--- src/lru_page_replacement_macros.svh ---
// Assertion macros for the LRU page replacement block.
// Depends on nothing; the including module supplies clk and rst_n.
`ifndef LRU_PAGE_REPLACEMENT_MACROS_SVH
`define LRU_PAGE_REPLACEMENT_MACROS_SVH

// Same-cycle implication, checked at every rising edge out of reset.
`define LRU_ASSERT_NOW(lbl, ante, cons, msg) \
    lbl: assert property (@(posedge clk) disable iff (!rst_n) (ante) |-> (cons)) \
        else $error(msg);

// Next-cycle implication, checked at every rising edge out of reset.
`define LRU_ASSERT_NEXT(lbl, ante, cons, msg) \
    lbl: assert property (@(posedge clk) disable iff (!rst_n) (ante) |=> (cons)) \
        else $error(msg);

`endif

--- src/lru_pkg.sv ---
// Shared types and constants for the LRU page replacement block.
// Used by lru_cell and lru_page_replacement; depends on nothing.
package lru_pkg;

    localparam int COUNT_W   = 32;
    localparam logic [COUNT_W-1:0] COUNT_MAX = '1;
    localparam int FIU_W     = 5;
    localparam logic [FIU_W-1:0] FIU_RESET = 5'd16;
    localparam int PAGE_IN_W = 16;

    // Control that the top level hands to every stack cell.
    typedef struct packed {
        logic accept;   // a reference word is taken this cycle
        logic active;   // the cell lies inside the active depth
        logic clear;    // a depth write drops this cell out of use
    } cell_ctrl_t;

endpackage

--- src/lru_cell.sv ---
// One position of the LRU recency stack: a stored page and its valid bit.
// Depends on lru_pkg for the control struct.
module lru_cell #(
    parameter int PAGE_BITS = 16
) (
    input  logic                   clk,
    input  logic                   rst_n,
    input  lru_pkg::cell_ctrl_t    ctrl,
    input  logic [PAGE_BITS-1:0]   cmp_page,
    input  logic [PAGE_BITS-1:0]   up_page,
    input  logic                   up_valid,
    input  logic                   found_in,
    output logic [PAGE_BITS-1:0]   page_out,
    output logic                   valid_out,
    output logic                   found_out
);

    logic [PAGE_BITS-1:0] page_reg;
    logic [PAGE_BITS-1:0] page_next;
    logic                 valid_reg;
    logic                 valid_next;
    logic                 match;
    logic                 shift;

    assign match     = ctrl.active && valid_reg && (page_reg == cmp_page);
    assign found_out = found_in || match;
    // Every cell from the top down to the matching one (or the bottom of
    // the active depth on a miss) takes its upper neighbor's contents.
    assign shift     = ctrl.accept && ctrl.active && !found_in;

    always_comb
    begin
        page_next  = page_reg;
        valid_next = valid_reg;
        if (ctrl.clear)
        begin
            valid_next = 1'b0;
        end
        else if (shift)
        begin
            page_next  = up_page;
            valid_next = up_valid;
        end
    end

    always_ff @(posedge clk or negedge rst_n)
    begin
        if (!rst_n)
        begin
            page_reg  <= '0;
            valid_reg <= 1'b0;
        end
        else
        begin
            page_reg  <= page_next;
            valid_reg <= valid_next;
        end
    end

    assign page_out  = page_reg;
    assign valid_out = valid_reg;

endmodule

--- src/lru_page_replacement.sv ---
// LRU page replacement stack: top level with the cell chain and counters.
// Depends on lru_pkg, lru_cell and lru_page_replacement_macros.svh.
//
// Use: each input word on the in channel (in_valid, in_stall, page_number)
// is one page reference. The block searches a chain of FRAMES cells that
// hold the resident pages, most recent first, and rebuilds the order in the
// same cycle: on a hit the page moves to the top and the cells above its old
// place shift down one; on a miss every cell in the active depth shifts down,
// the bottom page drops out and the new page enters at the top.
// Each reference yields one output word on the out channel (out_valid,
// out_stall, hit, access_count, miss_count). The two counters saturate at
// their all-ones value.
// An accepted word appears at the output register in the next cycle.
// Throughput is one reference per cycle unless out_stall holds a pending
// word, set by the chain's compare and shift and the one output stage.
// While the receiver holds out_stall with a word pending, in_stall is raised
// and the stack does not move; the pending word stays unchanged.
// The depth register is written through cfg_we and cfg_wdata; the user must
// write it only while idle, as the block does not enforce this. Zero acts as
// one, above FRAMES as FRAMES; a write empties cells at or beyond the new depth.
// Reset empties the stack, clears both counters, sets the depth to 16 and
// leaves the output channel empty.
module lru_page_replacement #(
    parameter int FRAMES    = 16,
    parameter int PAGE_BITS = 16
) (
    input  logic                              clk,
    input  logic                              rst_n,
    input  logic                              in_valid,
    output logic                              in_stall,
    input  logic [lru_pkg::PAGE_IN_W-1:0]     page_number,
    output logic                              out_valid,
    input  logic                              out_stall,
    output logic                              hit,
    output logic [lru_pkg::COUNT_W-1:0]       access_count,
    output logic [lru_pkg::COUNT_W-1:0]       miss_count,
    input  logic                              cfg_we,
    input  logic [lru_pkg::FIU_W-1:0]         cfg_wdata
);

`include "lru_page_replacement_macros.svh"

    // Cell indexes reach FRAMES-1; the depth register is five bits wide.
    localparam int DEPTH_W = $clog2(FRAMES + 1);
    localparam int CMP_W   = (DEPTH_W > lru_pkg::FIU_W) ? DEPTH_W : lru_pkg::FIU_W;
    localparam logic [lru_pkg::COUNT_W-1:0] COUNT_STEP = {{(lru_pkg::COUNT_W-1){1'b0}}, 1'b1};

    logic [lru_pkg::FIU_W-1:0]   frames_reg;
    logic [lru_pkg::COUNT_W-1:0] acc_cnt_reg;
    logic [lru_pkg::COUNT_W-1:0] acc_cnt_next;
    logic [lru_pkg::COUNT_W-1:0] miss_cnt_reg;
    logic [lru_pkg::COUNT_W-1:0] miss_cnt_next;
    logic                        out_valid_reg;
    logic                        hit_reg;
    logic                        accept;
    logic [PAGE_BITS-1:0]        page;
    logic [CMP_W-1:0]            depth_cur;
    logic [CMP_W-1:0]            depth_new;
    logic                        ref_hit;

    // Chain wires: index i feeds cell i from above; index FRAMES is the end.
    logic [PAGE_BITS-1:0]        chain_page  [FRAMES+1];
    logic [FRAMES:0]             chain_valid;
    logic [FRAMES:0]             chain_found;

    // Only the low PAGE_BITS of a reference count; wider builds zero-extend.
    generate
        if (PAGE_BITS <= lru_pkg::PAGE_IN_W)
        begin : g_page_trunc
            assign page = page_number[PAGE_BITS-1:0];
        end
        else
        begin : g_page_ext
            assign page = {{(PAGE_BITS - lru_pkg::PAGE_IN_W){1'b0}}, page_number};
        end
    endgenerate

    // A new word may enter unless the output register holds a stalled word.
    assign in_stall = out_valid_reg && out_stall;
    assign accept   = in_valid && !in_stall;

    assign depth_cur = CMP_W'(frames_reg);
    assign depth_new = CMP_W'(cfg_wdata);

    // The top cell is fed the new reference, marked valid.
    assign chain_page[0]  = page;
    assign chain_valid[0] = 1'b1;
    assign chain_found[0] = 1'b0;

    generate
        for (genvar i = 0; i < FRAMES; i++)
        begin : g_cell
            localparam logic [CMP_W-1:0] IDX = CMP_W'(i);
            lru_pkg::cell_ctrl_t ctrl;

            // Cell zero is always in use, which folds in the depth-of-zero
            // case; comparing against the index folds in the upper clamp.
            assign ctrl.accept = accept;
            assign ctrl.active = (i == 0) || (depth_cur > IDX);
            assign ctrl.clear  = cfg_we && !((i == 0) || (depth_new > IDX));

            lru_cell #(
                .PAGE_BITS (PAGE_BITS)
            ) u_cell (
                .clk       (clk),
                .rst_n     (rst_n),
                .ctrl      (ctrl),
                .cmp_page  (page),
                .up_page   (chain_page[i]),
                .up_valid  (chain_valid[i]),
                .found_in  (chain_found[i]),
                .page_out  (chain_page[i+1]),
                .valid_out (chain_valid[i+1]),
                .found_out (chain_found[i+1])
            );
        end
    endgenerate

    assign ref_hit = chain_found[FRAMES];

    always_comb
    begin
        acc_cnt_next  = acc_cnt_reg;
        miss_cnt_next = miss_cnt_reg;
        if (accept)
        begin
            if (acc_cnt_reg != lru_pkg::COUNT_MAX)
            begin
                acc_cnt_next = acc_cnt_reg + COUNT_STEP;
            end
            if (!ref_hit && (miss_cnt_reg != lru_pkg::COUNT_MAX))
            begin
                miss_cnt_next = miss_cnt_reg + COUNT_STEP;
            end
        end
    end

    always_ff @(posedge clk or negedge rst_n)
    begin
        if (!rst_n)
        begin
            frames_reg    <= lru_pkg::FIU_RESET;
            acc_cnt_reg   <= '0;
            miss_cnt_reg  <= '0;
            out_valid_reg <= 1'b0;
        end
        else
        begin
            if (cfg_we)
            begin
                frames_reg <= cfg_wdata;
            end
            acc_cnt_reg  <= acc_cnt_next;
            miss_cnt_reg <= miss_cnt_next;
            if (accept)
            begin
                out_valid_reg <= 1'b1;
            end
            else if (!out_stall)
            begin
                out_valid_reg <= 1'b0;
            end
        end
    end

    // The hit flag is payload only and needs no reset.
    always_ff @(posedge clk)
    begin
        if (accept)
        begin
            hit_reg <= ref_hit;
        end
    end

    // The counters change only on an accepted word, so they serve directly
    // as the output payload and hold while the receiver stalls.
    assign out_valid    = out_valid_reg;
    assign hit          = hit_reg;
    assign access_count = acc_cnt_reg;
    assign miss_count   = miss_cnt_reg;

    `LRU_ASSERT_NOW(a_stall_guard, out_valid_reg && out_stall, in_stall, "accept while output stalled")
    `LRU_ASSERT_NOW(a_miss_le_acc, 1'b1, miss_cnt_reg <= acc_cnt_reg, "miss count above access count")
    `LRU_ASSERT_NEXT(a_out_after_accept, accept, out_valid_reg, "accepted word produced no output")
    `LRU_ASSERT_NEXT(a_top_valid, accept && !cfg_we, chain_valid[1] && (chain_page[1] == $past(page)), "referenced page not at stack top")

endmodule
--- config.mk ---
export PLATFORM = sky130hd
export DESIGN_NAME = lru_page_replacement
export DESIGN_NICKNAME = d
export VERILOG_FILES = /design/src/lru_pkg.sv /design/src/lru_cell.sv /design/src/lru_page_replacement.sv
export VERILOG_INCLUDE_DIRS = /design/src /design/src/src
export SDC_FILE = /design/constraint.sdc
export NUM_CORES = 1
export LEC_CHECK = 0
export BUFFER_PORTS_ARGS = -buffer_cell sky130_fd_sc_hd__buf_4
export CAP_MARGIN = 20
export CELL_PAD_IN_SITES_DETAIL_PLACEMENT = 1
export CELL_PAD_IN_SITES_GLOBAL_PLACEMENT = 1
export CORE_MARGIN = 5
export CORE_UTILIZATION = 45
export CTS_BUF_LIST = sky130_fd_sc_hd__clkbuf_2
export DETAILED_ROUTE_END_ITERATION = 10
export GPL_TIMING_DRIVEN = 0
export PLACE_DENSITY = 0.73
export SYNTH_ARGS = -nofsm -noshare
export SYNTH_HDL_FRONTEND = slang
export SYNTH_SLANG_ARGS = --single-unit
--- constraint.sdc ---
create_clock -name clk -period 5.5 [get_ports clk]
set_input_delay 0.275 -clock clk [delete_from_list [all_inputs] [get_ports clk]]
set_output_delay 0.275 -clock clk [all_outputs]
set_load 0.03 [all_outputs]
Word level (Yosys, flattened, before mapping). Index checks and enable logic that the tools add are counted.

Bits in registers: 343. Bits of input ports: 26. Output and inout port bits: 67. Word-level logic and storage cells: 293.

Add/subtract/negate cells: 2. Order comparisons: 30. Eq/ne operators: 19. Multiplexer cells: 32. Bitwise operators: 15. Reduce and logical (&&, ||, !) cells: 158.

Operators with widths (number): == test 16 bit (16); greater-than comparator 5 x 4 -> 1 bit (second input constant) (16); logical AND 1 bit (79); adder 32 x 1 -> 32 bit (second input constant) (2); inequality test 32 bit (second input constant) (2); greater-than comparator 5 x 3 -> 1 bit (second input constant) (8); AND reduction 2 bit (17); logical NOT 1 bit (32); 2-to-1 mux 1 bit (32); nonzero test 2 bit (15); greater-than comparator 5 x 2 -> 1 bit (second input constant) (4); logical OR 1 bit (15); NOT 1 bit (15); greater-than comparator 5 x 1 -> 1 bit (second input constant) (2); inequality test 2 x 1 -> 1 bit (second input constant) (1).

Logic depth before layout (Yosys ltp).
Depth in word-level cells: 21. Gate-level depth with buffers: 13. Mapped depth without buffers: 9.

Cells and area by module. Synthesis repeated with hierarchy kept, for this count alone.

Cell total of the unflattened synthesis: 1328. Area, all modules: 18106.1 um^2.

Modules (own cells, without submodules): lru_cell (instances 16, cells each 60, area an instance 897.1 um^2, sequential area each 425.4 um^2); lru_page_replacement (instances 1, cells each 368, area an instance 3752.3 um^2, sequential area each 1783.0 um^2).

Least setup slack after synthesis. Ideal clock, no wire load.

Path type: flip-flop to flip-flop. From: register frames_reg (netlist bit depth_cur[4]). To: register g_cell[14].u_cell.page_reg[12]. Setup time: 0.125 ns. Arrival: 2.678 ns. Data required time: 5.375 ns. Slack: 2.697 ns. Cell stages (with the launch flop): 13. Path buffers: 3. Period minus slack after synthesis: 2.803 ns. Cells stage by stage: dfstp_2 clkbuf_1 a211o_1 nand2_1 nand4b_1 or4_1 nand3b_1 nor3_1 nand3b_1 a21o_1 buf_4 buf_6 mux2_2.

Cells in the longest elaborated chain, start to end: 19. Elaborated cells on any way between the ends: 57. Classes of those cells: order compare (14); reduce/logical (43).

Ends and longest elaborated chain: from (decl) (line lru_page_replacement.sv:48) `logic [lru_pkg::FIU_W-1:0] frames_reg;`; from (signal assigned) (line lru_page_replacement.sv:142) `frames_reg <= lru_pkg::FIU_RESET;`; from (signal assigned) (line lru_page_replacement.sv:151) `frames_reg <= cfg_wdata;`; greater-than comparator 5 x 1 -> 1 bit (line lru_page_replacement.sv:99) `assign ctrl.active = (i == 0) || (depth_cur > IDX);`; logical AND 1 bit (2 in a row) (line lru_cell.sv:25) `assign match = ctrl.active && valid_reg && (page_reg == cmp_page);`; logical OR 1 bit (13 in a row) (line lru_cell.sv:26) `assign found_out = found_in || match;`; logical NOT 1 bit (line lru_cell.sv:29) `assign shift = ctrl.accept && ctrl.active && !found_in;`; logical AND 1 bit (*) (line lru_cell.sv:29); AND reduction 2 bit (no line) (*); to (signal assigned) (line lru_cell.sv:55) `page_reg <= page_next;`; to (decl) (line lru_cell.sv:18) `logic [PAGE_BITS-1:0] page_reg;`.

Mark *: on every way between the ends. The rest lies on a longest branch, timed or not. A chain may end at the register's enable or synchronous reset.

Worst setup path after layout.
From: register frames_reg (netlist bit depth_cur[3]). To: register g_cell[15].u_cell.page_reg[14].

Cells in the longest elaborated chain, start to end: 20. Elaborated cells on any way between the ends: 61. Classes of those cells: order compare (15); reduce/logical (46).

Ends and longest elaborated chain (line): greater-than comparator 5 x 1 -> 1 bit (lru_page_replacement.sv:99); logical AND 1 bit (2 in a row) (lru_cell.sv:25); logical OR 1 bit (14 in a row) (lru_cell.sv:26); logical NOT 1 bit (lru_cell.sv:29); logical AND 1 bit (*) (lru_cell.sv:29); AND reduction 2 bit (no line) (*); to (signal assigned) (lru_cell.sv:55); to (decl) (lru_cell.sv:18).

Marks and branches as above.

==> metrics.txt <==
Final Non-Filler Cells 2127; Die Ht 204.4 µm; Final Cycle Share 69.98%; initial DRC count 434; post-placement setup slack 1.672 ns; Sw Ratio 35.56%; Clock Latency Late Sink 1.04 ns; Largest register FFs 256; Worst setup EP type flip-flop; vias per inst 5.374; ys async rst share 99.71%; worst endpoint required time 6.36 ns; vias in the first global route 12.57k; Clock Pin Slew Worst Setup and Hold Paths 0.11 ns; final hold violations 0; total negative slack 0 ns; post-route ant nets 0; maxcap violations 0; Syn-to-layout area delta 14.51%; Buffers on Ports 73; R2R Setup Slk 1.65 ns; Placer Congestion 0.8464; Synth Cell Area 17010 µm²; Layout Nets 1578; top_reg_cell synth dfrtp_1; Worst EP arrival 4.71 ns; Worst Hold Slack 0.1200 ns; count of cell types in the netlist 63; Mean Syn Cell Area 12.61 µm²; crit-path max FO 10; RSZ-0062 raised after global routing no; CP Launch Type flip-flop; VDD IR max 0.2656 mV; largest net degree at the start of global routing 113; TritonCTS Buffers 91; Initial Utilization 45.38%; detailed-route wire length 48.24 mm; Static Leak 8.758 nW; clock share of power 22.4%; Tightest Hold Check Type primary input to flip-flop; Post-CTS Setup Bufs 0; post-synthesis sequential area ratio 50.49%; Core ar. 37490 µm²; Tmin final 3.849 ns; CTS tree yes; CTS sink cnt 343; Row Count 71; grt ovf 0; Chip Width 204.4 µm; Max Transition Viols Final 0; layout cells sized above 1 33.60%; Syn. warnings 0; first-pass GRT wire length 75.35 mm; max_slew headroom 35.95%; GR Util All Layers 23.44%; Int Pwr 0.005509 W; CP Class flip-flop to flip-flop; FMAX 259.8 MHz; Fillers 4013; status complete, no violations; Post-synth EDFFs 1; final core utilization 51.97%; final setup skew 0.1176 ns; initial antenna violation count 3; total number of vias 11.43k; num ports 93; hpwl dp 33.43 mm; H-tree Lvls 3; Clock Path Buffers 3; Final setup viols 0; Net Count, Synth 1377; DRC 0; DR pass1 iterations 5; placed insts 1936; Synth Register Bits 343; power density cells 438.8 nW/µm²; Gate power share 26.8%; Flop pwr share 50.8%; flip-flop and latch area 8589 µm²; worst setup margin 1.651 ns; die area 41790 µm²; routed len/inst 22.68 µm; Net Switching 0.003040 W; Syn Inst Count 1349; area occupied by multi-input gates 7958 µm²; Least-Margin Pin Slew 0.9520 ns; CTS root buf clkbuf_2
worst paths after layout:
| check | start | end | cells past startpoint |
|---|---|---|---|
| worst max-delay path | depth_cur[3] | g_cell[15].u_cell.page_out[14] | 11 |
| worst min-delay path | page_number[10] | g_cell[0].u_cell.page_out[10] | 3 |
| worst max register to register | depth_cur[3] | g_cell[15].u_cell.page_out[14] | 11 |
| worst min register to register | g_cell[0].u_cell.page_out[12] | g_cell[1].u_cell.page_out[12] | 1 |
| max in group asynchronous | rst_n | g_cell[1].u_cell.page_out[6] | 5 |
| min in group asynchronous | rst_n | miss_count[7] | 4 |
final cells by class:
class | instances | area share (%)
sequential | 343 | 44.09
multi-input combinational | 928 | 40.85
timing repair buffer | 108 | 4.984
clock buffer | 141 | 3.622
tap | 511 | 3.282
buffer | 73 | 2.293
clock inverter | 15 | 0.7450
inverter | 5 | 0.09634
antenna | 3 | 0.03854
logic make-up (layout without fill, tap and decap cells):
kind of cell	Yosys count	in the layout	synth area share [%]
other	0	3	0
flip-flops	343	343	50.49
adder cells (fa/ha/maj)	2	2	0.1471
XOR/XNOR	318	318	16.37
multiplexers	276	276	18.61
AO/OA/AOI/OAI	34	34	1.611
AND/OR/NAND/NOR	298	298	10.03
buffers and inverters	78	342	2.736
power groups by stage:
stage	Combinational, W	Clock [W]	Sequential, W
global placement	0.00218	0	0.00434
floorplan	0.00175	0	0.00406
global route	0.00251	0.00212	0.00444
CTS	0.00232	0.00197	0.00434
finish	0.00229	0.00192	0.00434
detailed placement	0.00227	0	0.00439
metrics by stage:
stage               cell area [µm²]  power, W
floorplan                     17010  0.005814
global placement              18200  0.006526
detailed placement            18290  0.006664
CTS                           19470  0.008626
global route                  19480  0.009065
finish                        19480  0.008549
repair_timing:
action / 4_1_cts / 5_1_grt
hold endpoints to repair: 330 / 0
resized for setup: 0 / 0
hold buffers: 31 / 0
cell usage in the layout, fill, tap and decap left out, types with 3 or more instances in the layout:
cell type	count
and2_1	4
nand2_1	42
bufinv_16	3
clkbuf_1	13
dlygate4sd3_1	30
a31oi_1	3
nor3b_1	3
a21o_1	5
nor4_1	24
nor2_1	39
diode_2	3
xnor2_1	212
and3_1	21
mux2i_1	13
nor4_2	3
buf_6	8
buf_4	92
buf_2	31
mux2_2	216
nor3_1	13
nand2b_1	6
nand3_1	48
mux2_1	27
nand4_1	60
and4_1	10
buf_16	4
xor2_1	106
mux2_4	20
inv_1	4
dfrtp_1	341
clkbuf_2	141
nor2b_1	3
clkinv_1	9
or2_1	3
a21oi_1	8
synthesized netlist by cell type, types with 21 or more instances:
library cell / count / area, µm²
dfrtp_1: 341 / 8533
nand4_1: 60 / 375.4
mux2_1: 27 / 304.0
nand3_1: 48 / 240.2
nand2_1: 42 / 157.7
xnor2_1: 212 / 1857
xor2_1: 106 / 928.4
mux2_2: 216 / 2432
buf_2: 30 / 150.1
nor2_1: 39 / 146.4
and3_1: 21 / 131.4
nor4_1: 24 / 150.1
layer usage:
metal | GRT usage [%] | share of wire [%] | vias up
li1 | - | - | 5156
met1 | 31.89 | 45 | 5945
met2 | 37.82 | 48 | 245
met3 | 4.887 | 4.1 | 83
met4 | 7.562 | 2.3 | 2
met5 | 0 | 0.027 | -
worst max-delay path, stage by stage (launching register included):
cell and delay (ns):
dfrtp_1 0.48, or2_1 0.27, buf_6 0.15, nor2_1 0.28, nor4_1 0.12, a2bb2oi_2 0.19
nand2_1 0.22, nor3_2 0.61, nand4_1 0.26, nor2_2 0.40, buf_2 0.35, mux2_2 0.36
Note: power is estimated with default switching activity, not from simulation.
